### src/hw/rtl/vauk_pkg.sv
// ----------------------------------------------------------------------------
// vauk_pkg
// Types, constants and the lane microprogram of the leapfrog atom update core.
// ----------------------------------------------------------------------------
package vauk_pkg;

    localparam int DATA_W     = 32;
    localparam int KIN_W      = 48;
    localparam int MAG_W      = 62;
    localparam int ACC_W      = 96;
    localparam int PROD_W     = 64;
    localparam int MASS_W     = 24;
    localparam int INV_W      = 17;
    localparam int CFG_IDX_W  = 3;
    localparam int STEP_W     = 5;
    localparam int NUM_LANES  = 3;
    localparam int LANE_IDX_W = 2;

    localparam logic [STEP_W-1:0]     LAST_STEP = STEP_W'(22);
    localparam logic [LANE_IDX_W-1:0] LAST_LANE = LANE_IDX_W'(NUM_LANES - 1);
    localparam logic [MAG_W-1:0]      MAG_CAP   = '1;
    localparam logic [KIN_W-1:0]      KIN_MAX   = '1;

    localparam logic [DATA_W-1:0] TIME_STEP_RST  = 32'd429497;
    localparam logic [DATA_W-1:0] FORCE_GAIN_RST = 32'd63234327;
    localparam logic [MASS_W-1:0] MASS_A_RST     = 24'd1048510;
    localparam logic [MASS_W-1:0] MASS_B_RST     = 24'd66050;
    localparam logic [INV_W-1:0]  INV_A_RST      = 17'd4096;
    localparam logic [INV_W-1:0]  INV_B_RST      = 17'd65026;

    typedef enum logic [CFG_IDX_W-1:0] {
        CFG_TIME_STEP  = 3'd0,
        CFG_FORCE_GAIN = 3'd1,
        CFG_MASS_A     = 3'd2,
        CFG_MASS_B     = 3'd3,
        CFG_INV_A      = 3'd4,
        CFG_INV_B      = 3'd5
    } cfg_idx_t;

    typedef struct packed {
        logic [DATA_W-1:0] time_step;
        logic [DATA_W-1:0] force_gain;
        logic [MASS_W-1:0] mass_a;
        logic [MASS_W-1:0] mass_b;
        logic [INV_W-1:0]  inv_a;
        logic [INV_W-1:0]  inv_b;
    } cfg_t;

    typedef struct packed {
        logic [DATA_W-1:0] time_step;
        logic [DATA_W-1:0] force_gain;
        logic [MASS_W-1:0] mass;
        logic [INV_W-1:0]  inv_mass;
    } coef_t;

    typedef struct packed {
        logic signed [DATA_W-1:0] force_x;
        logic signed [DATA_W-1:0] force_y;
        logic signed [DATA_W-1:0] force_z;
        logic signed [DATA_W-1:0] pos_x;
        logic signed [DATA_W-1:0] pos_y;
        logic signed [DATA_W-1:0] pos_z;
        logic signed [DATA_W-1:0] vel_x;
        logic signed [DATA_W-1:0] vel_y;
        logic signed [DATA_W-1:0] vel_z;
        logic                     atom_kind;
        logic                     last_atom;
    } in_item_t;

    typedef struct packed {
        logic signed [DATA_W-1:0] new_pos_x;
        logic signed [DATA_W-1:0] new_pos_y;
        logic signed [DATA_W-1:0] new_pos_z;
        logic signed [DATA_W-1:0] new_vel_x;
        logic signed [DATA_W-1:0] new_vel_y;
        logic signed [DATA_W-1:0] new_vel_z;
        logic [KIN_W-1:0]         kinetic_total;
        logic                     step_done;
    } out_item_t;

    typedef enum logic [3:0] {
        MA_FMAG,
        MA_G_LO,
        MA_G_HI,
        MA_A_LO,
        MA_A_HI,
        MA_VMAG,
        MA_SM_LO,
        MA_SM_HI,
        MA_SQ_LO,
        MA_SQ_HI
    } mul_a_sel_t;

    typedef enum logic [2:0] {
        MB_GAIN,
        MB_INV,
        MB_TS,
        MB_MASS,
        MB_SM_LO,
        MB_SM_HI
    } mul_b_sel_t;

    typedef enum logic [1:0] {
        ACC_HOLD,
        ACC_LOAD,
        ACC_ADD
    } acc_op_t;

    typedef enum logic [1:0] {
        SH_0,
        SH_32,
        SH_64
    } acc_sh_t;

    typedef enum logic [2:0] {
        FIN_NONE,
        FIN_G,
        FIN_A,
        FIN_DV,
        FIN_HV,
        FIN_DX,
        FIN_SQ,
        FIN_TERM
    } fin_dst_t;

    typedef enum logic [1:0] {
        AUX_NONE,
        AUX_VN,
        AUX_S,
        AUX_XN
    } aux_op_t;

    typedef struct packed {
        logic       mul_en;
        mul_a_sel_t a_sel;
        mul_b_sel_t b_sel;
        acc_op_t    acc_op;
        acc_sh_t    acc_sh;
        fin_dst_t   fin;
        aux_op_t    aux;
    } lane_cmd_t;

    typedef struct packed {
        logic                  load;
        lane_cmd_t             lane;
        logic                  kin_add;
        logic [LANE_IDX_W-1:0] kin_lane;
        logic                  publish;
    } dp_cmd_t;

    function automatic lane_cmd_t lane_nop();
        lane_cmd_t c;
        c.mul_en = 1'b0;
        c.a_sel  = MA_FMAG;
        c.b_sel  = MB_GAIN;
        c.acc_op = ACC_HOLD;
        c.acc_sh = SH_0;
        c.fin    = FIN_NONE;
        c.aux    = AUX_NONE;
        return c;
    endfunction

    // Each product is registered and accumulated in the next step.
    function automatic lane_cmd_t micro_cmd(input logic [STEP_W-1:0] step);
        lane_cmd_t c;
        c = lane_nop();
        case (step)
            5'd0:
            begin
                c.mul_en = 1'b1; c.a_sel = MA_FMAG; c.b_sel = MB_GAIN;
            end
            5'd1:
            begin
                c.acc_op = ACC_LOAD; c.acc_sh = SH_0;
            end
            5'd2:
            begin
                c.fin = FIN_G;
            end
            5'd3:
            begin
                c.mul_en = 1'b1; c.a_sel = MA_G_LO; c.b_sel = MB_INV;
            end
            5'd4:
            begin
                c.mul_en = 1'b1; c.a_sel = MA_G_HI; c.b_sel = MB_INV;
                c.acc_op = ACC_LOAD; c.acc_sh = SH_0;
            end
            5'd5:
            begin
                c.acc_op = ACC_ADD; c.acc_sh = SH_32;
            end
            5'd6:
            begin
                c.fin = FIN_A;
            end
            5'd7:
            begin
                c.mul_en = 1'b1; c.a_sel = MA_A_LO; c.b_sel = MB_TS;
            end
            5'd8:
            begin
                c.mul_en = 1'b1; c.a_sel = MA_A_HI; c.b_sel = MB_TS;
                c.acc_op = ACC_LOAD; c.acc_sh = SH_0;
            end
            5'd9:
            begin
                c.acc_op = ACC_ADD; c.acc_sh = SH_32;
            end
            5'd10:
            begin
                c.fin = FIN_DV;
            end
            5'd11:
            begin
                c.fin = FIN_HV; c.aux = AUX_VN;
            end
            5'd12:
            begin
                c.mul_en = 1'b1; c.a_sel = MA_VMAG; c.b_sel = MB_TS;
                c.aux = AUX_S;
            end
            5'd13:
            begin
                c.acc_op = ACC_LOAD; c.acc_sh = SH_0;
                c.mul_en = 1'b1; c.a_sel = MA_SM_LO; c.b_sel = MB_SM_LO;
            end
            5'd14:
            begin
                c.fin = FIN_DX;
                c.acc_op = ACC_LOAD; c.acc_sh = SH_0;
                c.mul_en = 1'b1; c.a_sel = MA_SM_LO; c.b_sel = MB_SM_HI;
            end
            5'd15:
            begin
                c.aux = AUX_XN;
                c.acc_op = ACC_ADD; c.acc_sh = SH_32;
                c.mul_en = 1'b1; c.a_sel = MA_SM_HI; c.b_sel = MB_SM_LO;
            end
            5'd16:
            begin
                c.acc_op = ACC_ADD; c.acc_sh = SH_32;
                c.mul_en = 1'b1; c.a_sel = MA_SM_HI; c.b_sel = MB_SM_HI;
            end
            5'd17:
            begin
                c.acc_op = ACC_ADD; c.acc_sh = SH_64;
            end
            5'd18:
            begin
                c.fin = FIN_SQ;
            end
            5'd19:
            begin
                c.mul_en = 1'b1; c.a_sel = MA_SQ_LO; c.b_sel = MB_MASS;
            end
            5'd20:
            begin
                c.mul_en = 1'b1; c.a_sel = MA_SQ_HI; c.b_sel = MB_MASS;
                c.acc_op = ACC_LOAD; c.acc_sh = SH_0;
            end
            5'd21:
            begin
                c.acc_op = ACC_ADD; c.acc_sh = SH_32;
            end
            5'd22:
            begin
                c.fin = FIN_TERM;
            end
            default:
            begin
                c = lane_nop();
            end
        endcase
        return c;
    endfunction

endpackage

### src/hw/rtl/vauk_ctrl.sv
// ----------------------------------------------------------------------------
// vauk_ctrl
// Controller: accepts an atom, runs the lane microprogram, folds the three
// kinetic terms into the sum and loads the result register.
// ----------------------------------------------------------------------------
module vauk_ctrl (
    input  logic               clk,
    input  logic               rst_n,
    input  logic               in_valid,
    output logic               in_ready,
    output logic               out_valid,
    input  logic               out_ready,
    output vauk_pkg::dp_cmd_t  cmd
);

    typedef enum logic [3:0] {
        ST_IDLE = 4'b0001,
        ST_CALC = 4'b0010,
        ST_KIN  = 4'b0100,
        ST_PUB  = 4'b1000
    } state_t;

    state_t                                  state_reg;
    state_t                                  state_next;
    logic [vauk_pkg::STEP_W-1:0]             step_reg;
    logic [vauk_pkg::STEP_W-1:0]             step_next;
    logic [vauk_pkg::LANE_IDX_W-1:0]         kin_reg;
    logic [vauk_pkg::LANE_IDX_W-1:0]         kin_next;
    logic                                    out_valid_reg;
    logic                                    out_valid_next;

    assign in_ready  = (state_reg == ST_IDLE);
    assign out_valid = out_valid_reg;

    always_comb
    begin
        state_next  = state_reg;
        step_next   = step_reg;
        kin_next    = kin_reg;
        cmd.load    = 1'b0;
        cmd.lane    = vauk_pkg::lane_nop();
        cmd.kin_add = 1'b0;
        cmd.kin_lane = kin_reg;
        cmd.publish = 1'b0;
        case (state_reg)
            ST_IDLE:
            begin
                if (in_valid)
                begin
                    cmd.load   = 1'b1;
                    step_next  = '0;
                    state_next = ST_CALC;
                end
            end
            ST_CALC:
            begin
                cmd.lane = vauk_pkg::micro_cmd(step_reg);
                if (step_reg == vauk_pkg::LAST_STEP)
                begin
                    kin_next   = '0;
                    state_next = ST_KIN;
                end
                else
                begin
                    step_next = step_reg + 1'b1;
                end
            end
            ST_KIN:
            begin
                cmd.kin_add = 1'b1;
                if (kin_reg == vauk_pkg::LAST_LANE)
                    state_next = ST_PUB;
                else
                    kin_next = kin_reg + 1'b1;
            end
            ST_PUB:
            begin
                if (!out_valid_reg || out_ready)
                begin
                    cmd.publish = 1'b1;
                    state_next  = ST_IDLE;
                end
            end
            default:
            begin
                state_next = ST_IDLE;
            end
        endcase
    end

    always_comb
    begin
        if (cmd.publish)
            out_valid_next = 1'b1;
        else if (out_ready)
            out_valid_next = 1'b0;
        else
            out_valid_next = out_valid_reg;
    end

    always_ff @(posedge clk or negedge rst_n)
    begin
        if (!rst_n)
        begin
            state_reg     <= ST_IDLE;
            step_reg      <= '0;
            kin_reg       <= '0;
            out_valid_reg <= 1'b0;
        end
        else
        begin
            state_reg     <= state_next;
            step_reg      <= step_next;
            kin_reg       <= kin_next;
            out_valid_reg <= out_valid_next;
        end
    end

    a_accept_starts: assert property (@(posedge clk) disable iff (!rst_n)
        (in_valid && in_ready) |=> (state_reg == ST_CALC && step_reg == '0))
        else $error("transfer in did not start the microprogram");

    a_step_range: assert property (@(posedge clk) disable iff (!rst_n)
        (state_reg == ST_CALC) |-> (step_reg <= vauk_pkg::LAST_STEP))
        else $error("microprogram step out of range");

    a_no_overwrite: assert property (@(posedge clk) disable iff (!rst_n)
        cmd.publish |-> (!out_valid_reg || out_ready))
        else $error("result register overwritten before transfer");

    a_valid_from_pub: assert property (@(posedge clk) disable iff (!rst_n)
        $rose(out_valid_reg) |-> $past(state_reg == ST_PUB))
        else $error("result valid raised outside publish");

endmodule
### config.mk
export PLATFORM = sky130hd
export DESIGN_NAME = vauk_ctrl
export DESIGN_NICKNAME = d
export VERILOG_FILES = /design/src/hw/rtl/vauk_pkg.sv /design/src/hw/rtl/vauk_ctrl.sv
export SDC_FILE = /design/constraint.sdc
export NUM_CORES = 1
export LEC_CHECK = 0
export ABC_AREA = 1
export BUFFER_PORTS_ARGS = -buffer_cell sky130_fd_sc_hd__buf_2
export CORE_ASPECT_RATIO = 1.1
export CORE_MARGIN = 3
export CORE_UTILIZATION = 59
export CTS_BUF_LIST = sky130_fd_sc_hd__clkbuf_8
export DETAILED_ROUTE_END_ITERATION = 7
export GPL_TIMING_DRIVEN = 0
export PLACE_DENSITY_LB_ADDON = 0.08
export SETUP_SLACK_MARGIN = 0.05
export SYNTH_ARGS = -nofsm -noshare
export SYNTH_HDL_FRONTEND = slang
export SYNTH_SLANG_ARGS = --single-unit
### constraint.sdc
create_clock -name clk -period 3.4 [get_ports clk]
set_input_delay 0.85 -clock clk [delete_from_list [all_inputs] [get_ports clk]]
set_output_delay 0.85 -clock clk [all_outputs]
set_load 0.05 [all_outputs]
=== Word-level counts from Yosys, hierarchy flattened ===
Cells that the tools add are included.

* Input port bits: 4
* Logic and storage cells: 73
* Output and inout port bits: 24
* Bits in registers: 12

* Multiplexer cells: 23
* Reductions and logical operators: 11
* Equal/unequal tests: 33
* $add $sub $neg: 2

{| class="wikitable"
|+ Operator list
! kind !! count
|-
| $pmux W8 S12 || 1
|-
| $eq A5 B4 Y1 const B || 8
|-
| $eq A5 B5 Y1 const B || 7
|-
| $pmux W3 S7 || 1
|-
| $eq A5 B3 Y1 const B || 4
|-
| $mux W17 || 1
|-
| $mux W4 || 4
|-
| $pmux W4 S4 || 1
|-
| $ne A2 B2 Y1 const B || 6
|-
| $pmux W4 S3 || 1
|-
| $eq A5 B2 Y1 const B || 2
|-
| $mux W5 || 2
|-
| $pmux W5 S2 || 1
|-
| $mux W1 || 7
|-
| $pmux W2 S3 || 1
|-
| $reduce_and A3 Y1 || 2
|-
| $reduce_bool A2 Y1 || 3
|-
| $reduce_or A6 Y1 || 1
|-
| $add A5 B1 Y5 const B || 1
|-
| $eq A5 B1 Y1 const B || 1
|-
| $logic_not A5 Y1 || 1
|-
| $reduce_or A5 Y1 || 1
|-
| $eq A4 B1 Y1 const B || 1
|-
| $eq A4 B2 Y1 const B || 1
|-
| 9 further kinds || 10
|}

=== Longest topological paths before layout ===
* Depth after elaboration: 5
* Depth in mapped cells: 10
* Gate-level depth less buffers: 10

=== Least setup slack after synthesis ===
No wires, ideal clock.

* Path kind: register to output
* Start point: reg step_reg[0] (netlist bit)
* End point: out cmd[18] (netlist bit)
* Path slack: 622 ps
* Buffers on the path: 0
* Required time: 2550 ps
* Cell stages (with the launch flop): 9
* Data arrival time: 1928 ps
* Cells stage by stage: dfrtp_1 > inv_1 > ha_1 > inv_1 > nor2_1 > nand2_2 > nand2_1 > nor2_2 > a21oi_1

{| class="wikitable"
|+ RTL lines
! what !! RTL line !! text
|-
| start: declaration || vauk_ctrl.sv:25 || <nowiki>logic [vauk_pkg::STEP_W-1:0] step_reg;</nowiki>
|-
| start signal: assignment || vauk_ctrl.sv:113 || <nowiki>step_reg <= step_next;</nowiki>
|-
| end: declaration || vauk_ctrl.sv:13 || <nowiki>output vauk_pkg::dp_cmd_t cmd</nowiki>
|}

==> results.md <==
- Inst Count DP: 220
- GR Overflow Total: 0
- Clk slew on worst S/H paths: 50 ps
- Max-Slew Margin vs Limit: a little under 80%
- Antenna viol nets, final: 0
- Final net count: about 220
- CP Class: flip-flop to primary output
- GR peak layer: met2
- Critical path's slowest cell: dfrtp_1
- Run status: completed
- Hold Buf Count CTS: 0
- Gate family responsible for the most delay along the worst path: simple AND/OR/NAND/NOR gates
- First-pass GRT wire length: approximately 4.3 mm
- WL per Instance: 11.5 um
- Fmax: ~350 MHz
- CP cell instances: inv_1, ha_1, inv_1, nor2_1, nand2_2, nand2_1, nor2_2, nand2_1, nand2_1, nand2_1, buf_2
- EDFF count, synth: 0
- #FFs+latches synth: 12
- Cells after Synth: 175
- Post-DP HPWL: 2.01 mm
- Leak: a little over 0.8 nW
- Worst-Margin Slew: about 330 ps
- Setup Fix Bufs, Post-CTS: 0
- Hold Vio Cnt, Final: 0
- Layout area overhead: 18.7%
- Largest net degree at the start of global routing: 13
- Drt pass-1 iters: 4
- Max Root-Sink Buffers: 2
- Minimum clock period: 2870 ps
- FF-to-FF path depth: 8
- CP Max Fanout: 6
- Max-slew violations: 0
- Iter 0 DRT Violations: 23
- GP Congestion: just under 0.9
- GR Util met1: a little under a third
- Synthesized Nets: approximately 190
- H-tree depth: 1
- End of the worst register-to-register path: state_reg[0]$_DFFE_PN1P_
- Vias in the first global route: 1000
- Die area: between 2000 and 2500 sq um
- Clk_skew: ~0.95 ps
- Worst Path Required: between 2000 and 3000 ps
- Part of the cycle the worst path needs: a little over four fifths
- Worst r2r src: step_reg[0]$_DFFE_PN0P_
- Root Driver: clkbuf_8
- Share of post-route cells with drive strength above 1: 26.7%
- Post-synthesis async set-or-reset flop share: 100%
- GR Util met3: 4.15%
- CP max stage delay: about 430 ps
- WL final: between 2 and 3 mm
- Avg Vias per Cell: about 5.2
- Total GRT Usage: a little under a quarter
- Main synth FF type: dfrtp_1
- Die height: 52.1 um
- Final Util: 74.9%
- RSZ-0062 raised after global routing: no
- Setup TNS: 0 ps
- CORE AREA: between 1500 and 2000 sq um
- Synth cell types: 26
- Setup Viol. Count Final: 0
- Critical Path AT: slightly above 2000 ps
- Startpoint types: flip-flop
- Vias: roughly 1200
- Crit. End Element: primary output
- Total CTS buffers: 3
- Synth Area per Inst: approximately 6.5 sq um
- Max-cap violations: 0
- # DRC: 0
- Max reg flops: 5
- Clk_lat worst skew: around 240 ps
- Worst path bufs/invs: 3
- Pwr Density: approximately 600 nW/um^2
- Most frequent CP cell: nand2_1
- HP Class: input pin to async pin
- Num rows: 16
- I/O Buffers: 27
- Crit. path cell count: 11
- Cell Count, Final, Fillers Out: 224
- Number of top-level pins: 28
- Register-to-Register Setup Slack: between 1500 and 2000 ps
- Met2 Use GR: between 30% and 40%
- Clock Sinks: 12
- Total Power: 815 uW
- Post-CTS Resized: 0
- Sequential area share after synthesis: between 20% and 30%
- Initial antenna violation count: 0
- Max IR drop VDD: 0.000380 V
- Starting density of the core: 63.1%
- Ys Warns: 0
- Die width: around 48 um
- N_diodes: 0
- CTS tree: yes
- Post-Syn Area: approximately 1100 sq um
routing by layer:
metal  vias up  share of wire (%)
met2        37                 49
met3         5                4.6
met1       520                 45
met4         0                1.4
met5         -                  0
li1        605                  -
report_power, final:
| group | leakage (nW) | total (mW) | internal [mW] | switching [mW] |
|---|---|---|---|---|
| clock | 0.0288 | 0.159 | 0.103 | 0.0561 |
| sequential | 0.161 | 0.198 | 0.174 | 0.0243 |
| combinational | 0.641 | 0.459 | 0.130 | 0.329 |
| total | 0.830 | 0.815 | 0.406 | 0.409 |
cells in the mapped netlist (all sizes together) (2+ instances only):
library cell  count  area, sq um
inv              29          109
dfrtp            11          275
nand4             3         33.8
nand2            52          213
o21ai             7         35.0
nor3              2         15.0
ha                6         75.1
nor2             29          135
nand3            18         90.1
buf               6         56.3
a21oi             6         30.0
worst max path at each step:
| stage | startpoint | endpoint | slack (ps) |
|---|---|---|---|
| after detailed placement | step_reg[0]$_DFFE_PN0P_ | cmd[20] | 790 |
| after global placement | step_reg[0]$_DFFE_PN0P_ | cmd[20] | 780 |
| after global routing | step_reg[0]$_DFFE_PN0P_ | cmd[20] | 370 |
| after CTS | step_reg[0]$_DFFE_PN0P_ | cmd[20] | 530 |
| after floorplan | step_reg[0]$_DFFE_PN0P_ | cmd[18] | 620 |
| final | step_reg[0]$_DFFE_PN0P_ | cmd[20] | 530 |
layout make-up:
class	count	area (sq um)
Multi-Input combinational cell	128	671
Fill cell	148	452
Sequential cell	12	302
Timing Repair Buffer	27	135
Inverter	29	109
Buffer	6	56.3
Clock buffer	4	55.1
Tap cell	18	22.5
cells in the final DEF, fill, tap and decap left out, drive strengths merged:
master / synthesis / routed
nand2: 52 / 52
buf: 6 / 33
nor2: 29 / 29
inv: 29 / 29
nand3: 18 / 18
dfrtp: 11 / 11
o21ai: 7 / 7
a21oi: 6 / 6
ha: 6 / 6
clkbuf: 0 / 4
nand4: 3 / 3
nor3: 2 / 2
a31oi: 1 / 1
or2: 1 / 1
nand3b: 1 / 1
xor2: 1 / 1
xnor2: 1 / 1
dfstp: 1 / 1
stage by stage:
step	instance area, sq um	setup WS (ps)	hold slack [ps]
after floorplan	1140	622	517
final	1350	527	486
after global placement	1290	782	472
after global routing	1350	371	494
after detailed placement	1290	793	485
after CTS	1350	529	495
cell families (layout without fill, tap and decap cells):
family / count (synthesis) / in the layout / synth area share [%]
AO/OA/AOI/OAI: 14 / 14 / 6.82
flip-flops: 12 / 12 / 26.5
XOR/XNOR: 2 / 2 / 1.54
AND/OR/NAND/NOR: 106 / 106 / 44.0
adder cells (fa/ha/maj): 6 / 6 / 6.60
buffers and inverters: 35 / 66 / 14.5
Note: power is estimated with default switching activity, not from simulation.
