===== config.mk =====
export PLATFORM = sky130hd
export DESIGN_NAME = vauk_cfg
export DESIGN_NICKNAME = d
export VERILOG_FILES = /design/src/hw/rtl/vauk_pkg.sv /design/src/hw/rtl/vauk_cfg.sv
export SDC_FILE = /design/constraint.sdc
export NUM_CORES = 1
export LEC_CHECK = 0
export ABC_AREA = 1
export BUFFER_PORTS_ARGS = -buffer_cell sky130_fd_sc_hd__buf_2
export CORE_ASPECT_RATIO = 0.6
export CORE_MARGIN = 8
export CORE_UTILIZATION = 52
export DETAILED_ROUTE_END_ITERATION = 10
export PLACE_DENSITY = 0.79
export SLEW_MARGIN = 20
export SYNTH_ARGS = -nofsm -noshare
export SYNTH_HDL_FRONTEND = slang
export SYNTH_SLANG_ARGS = --single-unit

===== constraint.sdc =====
create_clock -name clk -period 1.8 [get_ports clk]
set_input_delay 0.36 -clock clk [delete_from_list [all_inputs] [get_ports clk]]
set_output_delay 0.36 -clock clk [all_outputs]
set_load 0.1 [all_outputs]

===== src/hw/rtl/vauk_pkg.sv =====
// ----------------------------------------------------------------------------
// vauk_pkg
// Types, constants and the lane microprogram of the leapfrog atom update core.
// ----------------------------------------------------------------------------
package vauk_pkg;

    localparam int DATA_W     = 32;
    localparam int KIN_W      = 48;
    localparam int MAG_W      = 62;
    localparam int ACC_W      = 96;
    localparam int PROD_W     = 64;
    localparam int MASS_W     = 24;
    localparam int INV_W      = 17;
    localparam int CFG_IDX_W  = 3;
    localparam int STEP_W     = 5;
    localparam int NUM_LANES  = 3;
    localparam int LANE_IDX_W = 2;

    localparam logic [STEP_W-1:0]     LAST_STEP = STEP_W'(22);
    localparam logic [LANE_IDX_W-1:0] LAST_LANE = LANE_IDX_W'(NUM_LANES - 1);
    localparam logic [MAG_W-1:0]      MAG_CAP   = '1;
    localparam logic [KIN_W-1:0]      KIN_MAX   = '1;

    localparam logic [DATA_W-1:0] TIME_STEP_RST  = 32'd429497;
    localparam logic [DATA_W-1:0] FORCE_GAIN_RST = 32'd63234327;
    localparam logic [MASS_W-1:0] MASS_A_RST     = 24'd1048510;
    localparam logic [MASS_W-1:0] MASS_B_RST     = 24'd66050;
    localparam logic [INV_W-1:0]  INV_A_RST      = 17'd4096;
    localparam logic [INV_W-1:0]  INV_B_RST      = 17'd65026;

    typedef enum logic [CFG_IDX_W-1:0] {
        CFG_TIME_STEP  = 3'd0,
        CFG_FORCE_GAIN = 3'd1,
        CFG_MASS_A     = 3'd2,
        CFG_MASS_B     = 3'd3,
        CFG_INV_A      = 3'd4,
        CFG_INV_B      = 3'd5
    } cfg_idx_t;

    typedef struct packed {
        logic [DATA_W-1:0] time_step;
        logic [DATA_W-1:0] force_gain;
        logic [MASS_W-1:0] mass_a;
        logic [MASS_W-1:0] mass_b;
        logic [INV_W-1:0]  inv_a;
        logic [INV_W-1:0]  inv_b;
    } cfg_t;

    typedef struct packed {
        logic [DATA_W-1:0] time_step;
        logic [DATA_W-1:0] force_gain;
        logic [MASS_W-1:0] mass;
        logic [INV_W-1:0]  inv_mass;
    } coef_t;

    typedef struct packed {
        logic signed [DATA_W-1:0] force_x;
        logic signed [DATA_W-1:0] force_y;
        logic signed [DATA_W-1:0] force_z;
        logic signed [DATA_W-1:0] pos_x;
        logic signed [DATA_W-1:0] pos_y;
        logic signed [DATA_W-1:0] pos_z;
        logic signed [DATA_W-1:0] vel_x;
        logic signed [DATA_W-1:0] vel_y;
        logic signed [DATA_W-1:0] vel_z;
        logic                     atom_kind;
        logic                     last_atom;
    } in_item_t;

    typedef struct packed {
        logic signed [DATA_W-1:0] new_pos_x;
        logic signed [DATA_W-1:0] new_pos_y;
        logic signed [DATA_W-1:0] new_pos_z;
        logic signed [DATA_W-1:0] new_vel_x;
        logic signed [DATA_W-1:0] new_vel_y;
        logic signed [DATA_W-1:0] new_vel_z;
        logic [KIN_W-1:0]         kinetic_total;
        logic                     step_done;
    } out_item_t;

    typedef enum logic [3:0] {
        MA_FMAG,
        MA_G_LO,
        MA_G_HI,
        MA_A_LO,
        MA_A_HI,
        MA_VMAG,
        MA_SM_LO,
        MA_SM_HI,
        MA_SQ_LO,
        MA_SQ_HI
    } mul_a_sel_t;

    typedef enum logic [2:0] {
        MB_GAIN,
        MB_INV,
        MB_TS,
        MB_MASS,
        MB_SM_LO,
        MB_SM_HI
    } mul_b_sel_t;

    typedef enum logic [1:0] {
        ACC_HOLD,
        ACC_LOAD,
        ACC_ADD
    } acc_op_t;

    typedef enum logic [1:0] {
        SH_0,
        SH_32,
        SH_64
    } acc_sh_t;

    typedef enum logic [2:0] {
        FIN_NONE,
        FIN_G,
        FIN_A,
        FIN_DV,
        FIN_HV,
        FIN_DX,
        FIN_SQ,
        FIN_TERM
    } fin_dst_t;

    typedef enum logic [1:0] {
        AUX_NONE,
        AUX_VN,
        AUX_S,
        AUX_XN
    } aux_op_t;

    typedef struct packed {
        logic       mul_en;
        mul_a_sel_t a_sel;
        mul_b_sel_t b_sel;
        acc_op_t    acc_op;
        acc_sh_t    acc_sh;
        fin_dst_t   fin;
        aux_op_t    aux;
    } lane_cmd_t;

    typedef struct packed {
        logic                  load;
        lane_cmd_t             lane;
        logic                  kin_add;
        logic [LANE_IDX_W-1:0] kin_lane;
        logic                  publish;
    } dp_cmd_t;

    function automatic lane_cmd_t lane_nop();
        lane_cmd_t c;
        c.mul_en = 1'b0;
        c.a_sel  = MA_FMAG;
        c.b_sel  = MB_GAIN;
        c.acc_op = ACC_HOLD;
        c.acc_sh = SH_0;
        c.fin    = FIN_NONE;
        c.aux    = AUX_NONE;
        return c;
    endfunction

    // Each product is registered and accumulated in the next step.
    function automatic lane_cmd_t micro_cmd(input logic [STEP_W-1:0] step);
        lane_cmd_t c;
        c = lane_nop();
        case (step)
            5'd0:
            begin
                c.mul_en = 1'b1; c.a_sel = MA_FMAG; c.b_sel = MB_GAIN;
            end
            5'd1:
            begin
                c.acc_op = ACC_LOAD; c.acc_sh = SH_0;
            end
            5'd2:
            begin
                c.fin = FIN_G;
            end
            5'd3:
            begin
                c.mul_en = 1'b1; c.a_sel = MA_G_LO; c.b_sel = MB_INV;
            end
            5'd4:
            begin
                c.mul_en = 1'b1; c.a_sel = MA_G_HI; c.b_sel = MB_INV;
                c.acc_op = ACC_LOAD; c.acc_sh = SH_0;
            end
            5'd5:
            begin
                c.acc_op = ACC_ADD; c.acc_sh = SH_32;
            end
            5'd6:
            begin
                c.fin = FIN_A;
            end
            5'd7:
            begin
                c.mul_en = 1'b1; c.a_sel = MA_A_LO; c.b_sel = MB_TS;
            end
            5'd8:
            begin
                c.mul_en = 1'b1; c.a_sel = MA_A_HI; c.b_sel = MB_TS;
                c.acc_op = ACC_LOAD; c.acc_sh = SH_0;
            end
            5'd9:
            begin
                c.acc_op = ACC_ADD; c.acc_sh = SH_32;
            end
            5'd10:
            begin
                c.fin = FIN_DV;
            end
            5'd11:
            begin
                c.fin = FIN_HV; c.aux = AUX_VN;
            end
            5'd12:
            begin
                c.mul_en = 1'b1; c.a_sel = MA_VMAG; c.b_sel = MB_TS;
                c.aux = AUX_S;
            end
            5'd13:
            begin
                c.acc_op = ACC_LOAD; c.acc_sh = SH_0;
                c.mul_en = 1'b1; c.a_sel = MA_SM_LO; c.b_sel = MB_SM_LO;
            end
            5'd14:
            begin
                c.fin = FIN_DX;
                c.acc_op = ACC_LOAD; c.acc_sh = SH_0;
                c.mul_en = 1'b1; c.a_sel = MA_SM_LO; c.b_sel = MB_SM_HI;
            end
            5'd15:
            begin
                c.aux = AUX_XN;
                c.acc_op = ACC_ADD; c.acc_sh = SH_32;
                c.mul_en = 1'b1; c.a_sel = MA_SM_HI; c.b_sel = MB_SM_LO;
            end
            5'd16:
            begin
                c.acc_op = ACC_ADD; c.acc_sh = SH_32;
                c.mul_en = 1'b1; c.a_sel = MA_SM_HI; c.b_sel = MB_SM_HI;
            end
            5'd17:
            begin
                c.acc_op = ACC_ADD; c.acc_sh = SH_64;
            end
            5'd18:
            begin
                c.fin = FIN_SQ;
            end
            5'd19:
            begin
                c.mul_en = 1'b1; c.a_sel = MA_SQ_LO; c.b_sel = MB_MASS;
            end
            5'd20:
            begin
                c.mul_en = 1'b1; c.a_sel = MA_SQ_HI; c.b_sel = MB_MASS;
                c.acc_op = ACC_LOAD; c.acc_sh = SH_0;
            end
            5'd21:
            begin
                c.acc_op = ACC_ADD; c.acc_sh = SH_32;
            end
            5'd22:
            begin
                c.fin = FIN_TERM;
            end
            default:
            begin
                c = lane_nop();
            end
        endcase
        return c;
    endfunction

endpackage


===== src/hw/rtl/vauk_cfg.sv =====
// ----------------------------------------------------------------------------
// vauk_cfg
// Configuration register bank: time step, force gain, masses, inverse masses.
// ----------------------------------------------------------------------------
module vauk_cfg (
    input  logic                               clk,
    input  logic                               rst_n,
    input  logic                               cfg_we,
    input  logic [vauk_pkg::CFG_IDX_W-1:0]     cfg_index,
    input  logic [vauk_pkg::DATA_W-1:0]        cfg_wdata,
    output vauk_pkg::cfg_t                     cfg
);

    vauk_pkg::cfg_t cfg_reg;

    always_ff @(posedge clk or negedge rst_n)
    begin
        if (!rst_n)
        begin
            cfg_reg.time_step  <= vauk_pkg::TIME_STEP_RST;
            cfg_reg.force_gain <= vauk_pkg::FORCE_GAIN_RST;
            cfg_reg.mass_a     <= vauk_pkg::MASS_A_RST;
            cfg_reg.mass_b     <= vauk_pkg::MASS_B_RST;
            cfg_reg.inv_a      <= vauk_pkg::INV_A_RST;
            cfg_reg.inv_b      <= vauk_pkg::INV_B_RST;
        end
        else if (cfg_we)
        begin
            case (cfg_index)
                vauk_pkg::CFG_TIME_STEP:  cfg_reg.time_step  <= cfg_wdata;
                vauk_pkg::CFG_FORCE_GAIN: cfg_reg.force_gain <= cfg_wdata;
                vauk_pkg::CFG_MASS_A:     cfg_reg.mass_a <= cfg_wdata[vauk_pkg::MASS_W-1:0];
                vauk_pkg::CFG_MASS_B:     cfg_reg.mass_b <= cfg_wdata[vauk_pkg::MASS_W-1:0];
                vauk_pkg::CFG_INV_A:      cfg_reg.inv_a  <= cfg_wdata[vauk_pkg::INV_W-1:0];
                vauk_pkg::CFG_INV_B:      cfg_reg.inv_b  <= cfg_wdata[vauk_pkg::INV_W-1:0];
                default: ;
            endcase
        end
    end

    assign cfg = cfg_reg;

endmodule


Yosys cells after proc, flatten, opt, wreduce, memory -nomap -nowiden

Index checks and enable logic that the tools add are counted.

Word-level logic and storage cells: 18
RAM bits: 0
Input port bits: 38
Flip-flop bits (word level): 146
Bits in latches: 0
Output and inout bits: 146
Bits in read-only memories: 0
Memories: 0

Add/sub/neg operators: 0
Order comparisons: 0
Shift operators: 0
Reduce and logical (&&, ||, !) cells: 7
Divide/modulo/power cells: 0
Multiplexer cells: 0
Eq/ne operators: 5
Multiply operators: 0
Bitwise logic cells: 0

Operators by type and width:

| kind               | number |
|---|---|
| $reduce_and 2->1   | 6 |
| $eq 3x2->1 const B | 2 |
| $eq 3x3->1 const B | 2 |
| $eq 3x1->1 const B | 1 |
| $logic_not 3->1    | 1 |

Depth between registers and ports, before layout

Gate-level depths: netlist of the first run.

Depth in word-level cells: 2
Depth in mapped cells: 7
Mapped depth without buffers: 5

Least setup slack after synthesis of the first run

Ideal clock, no wire load.

Kind: register to output
Start: reg cfg_reg (netlist bit cfg[0])
End: out cfg[0] in the netlist's numbering
Path slack: 0.542 ns
Stages on the path, launching flop included: 1
Required time: 1.440 ns
Data arrival time: 0.898 ns
Buffers on the path: 0
Cells stage by stage: dfrtp_1

RTL lines:

| element     | RTL line       | source |
|---|---|---|
| from (decl) | vauk_cfg.sv:14 | `vauk_pkg::cfg_t cfg_reg;` |
| to (decl)   | vauk_cfg.sv:11 | `output vauk_pkg::cfg_t cfg` |

No word-level cell between the ends.

Worst setup path after layout of the first run

Start: reg cfg_reg (netlist bit cfg[124])
End: out cfg[124] in the netlist's numbering

No word-level cell between the ends.

==> flow_summary.json, run 1 <==
{
  "die_y_um": 97.7,
  "critPathBufInv": 1,
  "ioPinCount": 184,
  "rows": 29,
  "routed_via_density": 5.33,
  "power_mw": 14.2,
  "syn_inst": 642,
  "startpoint_type": "flip-flop",
  "die_area_um2": 14900,
  "drive_gt1_frac": 0.357,
  "clockBufferDepth": 2,
  "ys_types": 13,
  "hpwl_um": 13000,
  "cp.required_ns": 1.44,
  "hold_violations": 0,
  "grt_start_max_net_pins": 62,
  "wl_per_cell_um": 18.5,
  "status": "finished clean",
  "rsz0062_at_grt": "no",
  "worstMarginPinSlew_ns": 0.554,
  "crit_family": "flip-flops",
  "cts.clk_slew.worst_paths_ns": 0.06,
  "cp_cell_sequence": "buf_2",
  "finalWorstSetupSlack_ns": 0.0450,
  "cp-end-kind": "primary output",
  "antenna_cells": 0,
  "critPathMaxStageDelay_ns": 0.55,
  "layout_commonest_cell": "nand2_1",
  "netlist.top_cell.by_area": "dfrtp_1",
  "grt_pass1_vias": 5385,
  "pre_cts_ws_ns": 0.313,
  "area_delta_synth_final_pct": 30.3,
  "synth_area_um2": 5790,
  "syn-mean-instance-area_um2": 9.02,
  "numPortBuffers": 183,
  "wirelength_um": 18300,
  "drtPass1Iterations": 5,
  "fin_skew_ns": 0,
  "tritoncts": "yes",
  "vias": 5255,
  "crit_arrival_ns": 1.39,
  "placed_cells": 953,
  "start_util": 0.541,
  "grt_remaining_overflow": 0,
  "nNetsFinal": 872,
  "cts_resized": 0,
  "slowest_stage": "dfstp_2",
  "finalCriticalPeriod_ns": 1.75,
  "clock_sinks": 146,
  "ys_top_cells_by_area": "dfrtp_1 (40%), dfstp_2 (25%), nand2_1 (22%)",
  "ys_seq_area_frac": 0.643,
  "hold_class": "input port to flip-flop",
  "critPathKind": "flip-flop to primary output",
  "ys_ff_latch": 146,
  "max_cap_viol_count": 0,
  "finalSetupTns_ns": 0,
  "ir_drop_uv": 1120,
  "fin_crit_sh": 0.975,
  "p_per_area_nw_per_um2": 1880,
  "synth.net_count": 680,
  "layout.cells.non_filler": 986,
  "p_leak_nw": 4.24,
  "finalInstanceArea_um2": 7550,
  "grt_first_pass_wirelength_um": 29100,
  "cts_root_buf": "clkbuf_16",
  "htreeDepth": 4,
  "synth_warnings": 0,
  "synth_top_area_share": 0.398,
  "largest_reg_flops": 146,
  "ant_nets": 0,
  "drc": 0,
  "grt_antenna_before_repair": 0,
  "place_area_um2": 6950,
  "clock.fmax_mhz": 570,
  "cts_made_buffers": 17,
  "finalSetupViolCount": 0,
  "die_width_um": 152,
  "slew_violations": 0,
  "relSlewSlack": 0.630,
  "coreArea_um2": 10700,
  "clk_latency_ns": 0.41,
  "path_max_fanout": 2,
  "layout_common_cells": "nand2_1 (342), buf_2 (182), nand3_1 (105), dfrtp_1 (92), dfstp_2 (54)",
  "grt_util_all_layers": 0.247,
  "first_iter_violations": 376,
  "place.gp.congestion": 0.858
}
## cell usage after synthesis
cell      number
nor2_2         3
nor2_1         1
dfstp_2       54
inv_2          2
clkbuf_1       3
buf_2         29
nor2_4         2
dfrtp_1       92
nand2_2        1
nand2_1      342
buf_4          4
nand3_1      105
inv_1          4
## where the power goes
| part | total, mW | internal [mW] | switching [mW] | leakage, nW |
|---|---|---|---|---|
| registers | 4.45 | 4.07 | 0.385 | 1.72 |
| clock network | 3.49 | 2.12 | 1.37 | 0.287 |
| logic | 6.28 | 0.741 | 5.54 | 2.23 |
## per-stage QoR
stage / hold slack, ns / util
2_1_floorplan: 0.0644 / -
3_3_place_gp: 0.330 / 0.649
3_5_place_dp: 0.342 / 0.649
4_1_cts: 0.155 / 0.705
5_1_grt: 0.172 / 0.705
6_report: 0.169 / 0.705
## cells by family (layout without fill, tap and decap cells)
logic type             Yosys count  after routing  share of synthesized area
buffers and inverters           42            247                     0.0361
DFF                            146            146                      0.643
and+or+nand+nor                454            454                      0.321
## area by class of cell
type                    count  area, µm²
well taps                 139        174
clock inverters            12        130
repair buffers            209       1170
multi-input cells         454       1870
inverters                   6       22.5
fillers                   825       3160
clock buffers              20        457
flip-flops and latches    146       3720
## path summary, 6_finish.rpt
kind,slack (ns),endpoint,from,depth (start not counted)
setup / recovery,0.05,cfg[124],cfg[124],1
hold / removal,0.17,cfg[106],cfg_wdata[24],3
setup reg to reg,1.01,cfg[82],cfg[82],2
hold reg to reg,0.46,cfg[61],cfg[61],2
max in group asynchronous,0.69,cfg[106],rst_n,3
min in group asynchronous,0.47,cfg[27],rst_n,2
## routing by layer
layer / up-vias / track usage / wire length, µm
met5: - / 0 / 0
met4: 0 / 0.0810 / 220
met3: 34 / 0.106 / 2200
met2: 304 / 0.375 / 8340
met1: 2513 / 0.314 / 7510
li1: 2404 / - / -
## timing repair
item / CTS / global route
hold buffers: 1 / 0
buffers inserted: 0 / 0
hold endpoints to repair: 26 / 0
Note: power is estimated with default switching activity, not from simulation.
==> run 2: changes to the inputs <==
--- a/config.mk
+++ b/config.mk
@@ -6,12 +6,15 @@
 export NUM_CORES = 1
 export LEC_CHECK = 0
 export ABC_AREA = 1
-export BUFFER_PORTS_ARGS = -buffer_cell sky130_fd_sc_hd__buf_2
+export CAP_MARGIN = 0
+export CELL_PAD_IN_SITES_DETAIL_PLACEMENT = 1
+export CELL_PAD_IN_SITES_GLOBAL_PLACEMENT = 2
 export CORE_ASPECT_RATIO = 0.6
 export CORE_MARGIN = 8
-export CORE_UTILIZATION = 52
+export CORE_UTILIZATION = 39
 export DETAILED_ROUTE_END_ITERATION = 10
-export PLACE_DENSITY = 0.79
+export DONT_BUFFER_PORTS = 1
+export PLACE_DENSITY = 0.81
 export SLEW_MARGIN = 20
 export SYNTH_ARGS = -nofsm -noshare
 export SYNTH_HDL_FRONTEND = slang
==> flow_summary.json, run 2 (synthesis results as in run 1) <==
{
  "nNetsFinal": 774,
  "p_per_area_nw_per_um2": 1940,
  "combinationalPowerShare": 0.319,
  "cts.clk_slew.worst_paths_ns": 0.06,
  "relSlewSlack": 0.620,
  "die_y_um": 110,
  "switching_share": 0.512,
  "htreeDepth": 4,
  "ant_nets": 0,
  "place.gp.congestion": 0.808,
  "path_max_fanout": 2,
  "clock_sinks": 146,
  "grt_remaining_overflow": 0,
  "p_switching_mw": 7.19,
  "first_iter_violations": 298,
  "drive_gt1_frac": 0.272,
  "coreArea_um2": 14500,
  "finalCriticalPeriod_ns": 1.67,
  "cts_made_buffers": 17,
  "drtPass1Iterations": 4,
  "worstMarginPinSlew_ns": 0.569,
  "fillCellCount": 1706,
  "rsz0062_at_grt": "no",
  "finalSetupViolCount": 0,
  "cp.depth": 0,
  "ir_drop_uv": 699,
  "ioPinCount": 184,
  "area_delta_synth_final_pct": 25.4,
  "antenna_cells": 0,
  "finalSetupTns_ns": 0,
  "die_width_um": 173,
  "layout_common_cells": "nand2_1 (342), buf_4 (111), nand3_1 (105), dfrtp_1 (92), dfstp_2 (54)",
  "start_util": 0.399,
  "fin_skew_ns": 0,
  "drc": 0,
  "slew_violations": 0,
  "clk_latency_ns": 0.40,
  "grt_first_pass_wirelength_um": 31500,
  "fin_crit_sh": 0.927,
  "grt_start_max_net_pins": 147,
  "hpwl_um": 14200,
  "holdWs_ns": -0.356,
  "layout_commonest_cell": "nand2_1",
  "grt_pass1_vias": 5239,
  "critPathKind": "flip-flop to primary output",
  "post-cts-setup-buffers": 0,
  "seq_power_share": 0.439,
  "power_mw": 14.1,
  "cp.required_ns": 1.44,
  "tritoncts": "yes",
  "cp-end-kind": "primary output",
  "vias": 4714,
  "power.internal_mw": 6.86,
  "wirelength_um": 20000,
  "violations": "hold timing",
  "grt_antenna_before_repair": 0,
  "numPortBuffers": 0,
  "r2r.worst_path.cells": 2,
  "routed_via_density": 4.98,
  "final_util": 0.501,
  "p_clk_frac": 0.242,
  "p_leak_nw": 3.81,
  "largest_reg_flops": 146,
  "grt_util_all_layers": 0.214,
  "hold_violations": 146,
  "hold_class": "input port to async pin",
  "clockBufferDepth": 2,
  "startpoint_type": "flip-flop",
  "die_area_um2": 19100,
  "wl_per_cell_um": 21.2,
  "crit_arrival_ns": 1.31,
  "clock.fmax_mhz": 599,
  "rows": 34,
  "status": "finished, violations left",
  "max_cap_viol_count": 0,
  "cts_resized": 0,
  "cts_root_buf": "clkbuf_16"
}
==> run 2: per-layer routing <==
layer / GRT usage / share of wire
met1: 0.267 / 0.43
met2: 0.341 / 0.45
met3: 0.0952 / 0.10
met4: 0.0502 / 0.010
met5: 0 / 0
==> run 2: worst paths after layout <==
path	startpoint	to	slack, ns
hold reg to reg	cfg[21]	cfg[21]	0.48
min in group clk	cfg_wdata[12]	cfg[12]	0.04
max in group asynchronous	rst_n	cfg[70]	1.84
setup reg to reg	cfg[60]	cfg[60]	0.64
hold / removal	rst_n	cfg[139]	-0.36
setup / recovery	cfg[83]	cfg[83]	0.13
==> run 2: through the flow <==
| step | cells | setup slack (ns) | instance area, µm² |
|---|---|---|---|
| 4_1_cts | 947 | 0.126 | 7260 |
| 3_5_place_dp | 915 | 0.430 | 6700 |
| 6_report | 947 | 0.131 | 7260 |
| 3_3_place_gp | 915 | 0.430 | 6700 |
| 2_1_floorplan | 642 | 0.542 | 5790 |
| 5_1_grt | 947 | 0.114 | 7260 |
==> run 2: layout make-up <==
| class | instances | area (µm²) | share of cell area |
|---|---|---|---|
| clock buffers | 21 | 460 | 0.0634 |
| clock inverters | 11 | 105 | 0.0145 |
| well taps | 198 | 248 | 0.0341 |
| flip-flops and latches | 146 | 3720 | 0.512 |
| repair buffers | 111 | 833 | 0.115 |
| inverters | 6 | 22.5 | 0.00310 |
| multi-input cells | 454 | 1870 | 0.258 |
==> run 2: power by group through the flow <==
stage               Combinational, mW  Clock (mW)  Sequential, mW
floorplan                       0.588           0            9.05
global placement                 4.42           0            6.19
detailed placement               4.51           0            6.22
CTS                              4.52        3.47            6.18
global route                     4.68        3.59            6.24
finish                           4.49        3.40            6.17
==> run 3: changes to the inputs <==
==> constraint.sdc (replaced) <==
create_clock -name clk -period 1.8 [get_ports clk]
set_input_delay 0 -clock clk [delete_from_list [all_inputs] [get_ports clk]]
set_output_delay 0 -clock clk [all_outputs]
set_load 0.1 [all_outputs]
==> flow_summary.json, run 3 (synthesis results as in run 1) <==
{
  "status": "finished, violations left",
  "violations": "hold timing",
  "finalSetupViolCount": 0,
  "clk_latency_ns": 0.42,
  "numPortBuffers": 0,
  "ant_nets": 0,
  "finalSetupTns_ns": 0,
  "cts.clk_slew.worst_paths_ns": 0.07,
  "cp-startpoint": "cfg_we",
  "hold_class": "input port to async pin",
  "place_area_um2": 7050,
  "layout_common_cells": "nand2_1 (341), buf_4 (158), nand3_1 (105), dfrtp_1 (92), dfstp_2 (54)",
  "vias": 5264,
  "fin_crit_sh": 0.884,
  "place.gp.congestion": 0.752,
  "crit_arrival_ns": 1.94,
  "r2r_start": "cfg[27]",
  "fillCellCount": 1671,
  "fin_skew_ns": 0,
  "clock.fmax_mhz": 629,
  "finalInstanceArea_um2": 8090,
  "drive_gt1_frac": 0.304,
  "cts_made_buffers": 17,
  "multi_input_area_um2": 1880,
  "grt_first_pass_wirelength_um": 34000,
  "coreArea_um2": 14500,
  "slowest_stage": "dlygate4sd3_1",
  "startpoint_type": "input port",
  "die_y_um": 110,
  "final_util": 0.558,
  "worstMarginPinSlew_ns": 0.844,
  "largest_reg_flops": 146,
  "first_iter_violations": 385,
  "wl_per_cell_um": 21.0,
  "cp.required_ns": 2.15,
  "area_delta_synth_final_pct": 39.7,
  "htreeDepth": 4,
  "wirelength_um": 21700,
  "drtPass1Iterations": 4,
  "cp_cell_sequence": "dlygate4sd3_1, nand2_1, dlygate4sd3_1, nor2_4, buf_4, nand2_1, nand2_1",
  "holdWs_ns": -0.723,
  "clock_sinks": 146,
  "p_per_area_nw_per_um2": 1850,
  "hold_violations": 146,
  "finalWorstSetupSlack_ns": 0.209,
  "critPathBufInv": 3,
  "grt_util_all_layers": 0.229,
  "relSlewSlack": 0.436,
  "seq_area_um2": 3720,
  "critPathKind": "input port to flip-flop",
  "rsz0062_at_grt": "no",
  "tritoncts": "yes",
  "nNetsFinal": 860,
  "r2r.worst_path.cells": 3,
  "p_leak_nw": 4.26,
  "rows": 34,
  "layout_commonest_cell": "nand2_1",
  "start_util": 0.399,
  "grt_start_max_net_pins": 147,
  "crit_path_frequent_cell": "nand2_1",
  "grt_pass1_vias": 5793,
  "hpwl_um": 14500,
  "postCtsHoldBufs": 39,
  "finalCriticalPeriod_ns": 1.59,
  "critPathMaxStageDelay_ns": 0.59,
  "die_area_um2": 19100,
  "cts_root_buf": "clkbuf_16",
  "max_cap_viol_count": 0,
  "path_max_fanout": 17,
  "ir_drop_uv": 801,
  "ioPinCount": 184,
  "crit_family": "buffers and inverters",
  "routed_via_density": 5.10,
  "antenna_cells": 0,
  "cp-end-kind": "flip-flop",
  "drc": 0,
  "cp.depth": 7,
  "pre_cts_ws_ns": 0.475,
  "grt_remaining_overflow": 0,
  "die_width_um": 173,
  "grt_antenna_before_repair": 0,
  "slew_violations": 0,
  "clockBufferDepth": 2
}
run 3: where the power goes:
| group | total (mW) | internal [mW] | switching (mW) |
|---|---|---|---|
| registers | 4.38 | 4.06 | 0.316 |
| logic | 6.73 | 1.11 | 5.63 |
| clock network | 3.87 | 2.38 | 1.48 |
| total | 15.0 | 7.55 | 7.43 |
run 3: layout make-up:
| class | instances | area share |
|---|---|---|
| clock buffers | 18 | 0.0543 |
| clock inverters | 14 | 0.0251 |
| inverters | 6 | 0.00278 |
| multi-input cells | 454 | 0.232 |
| flip-flops and latches | 146 | 0.460 |
| well taps | 198 | 0.0306 |
| repair buffers | 197 | 0.195 |
run 3: final timing paths:
check / endpoint / slack [ns]
max: cfg[52] / 0.21
min: cfg[139] / -0.72
max reg2reg: cfg[27] / 0.85
min reg2reg: cfg[122] / 0.46
max in group asynchronous: cfg[71] / 2.22
min in group clk: cfg[13] / 0.03
run 3: per-layer routing:
metal  wire length, µm  part of all wire  vias up  GRT usage
met4               308             0.014        0     0.0655
met2             10400              0.48      180      0.381
met3              1800             0.083       26     0.0816
met5                 0                 0        -          0
li1                  -                 -     2371          -
met1              9150              0.42     2687      0.281
run 3: worst reg2reg max path: stages, from the launching register on:
cell and delay, ns:
dfrtp_1 0.34, buf_4 0.30, nand2_1 0.13, nand2_1 0.12
run 3: repair_timing:
action / 4_1_cts / 5_1_grt
hold endpoints to repair: 292 / 146
endpoints found under the setup margin: 0 / 18
gates resized for setup: 0 / 2
buffers inserted: 0 / 0
run 3: metrics by stage:
stage	power [mW]	hold WS [ns]	cells
2_1_floorplan	9.63	-0.296	642
3_3_place_gp	10.9	-0.291	962
3_5_place_dp	11.0	-0.292	962
4_1_cts	15.1	-0.739	1033
5_1_grt	15.5	-0.744	1033
6_report	15.0	-0.723	1033
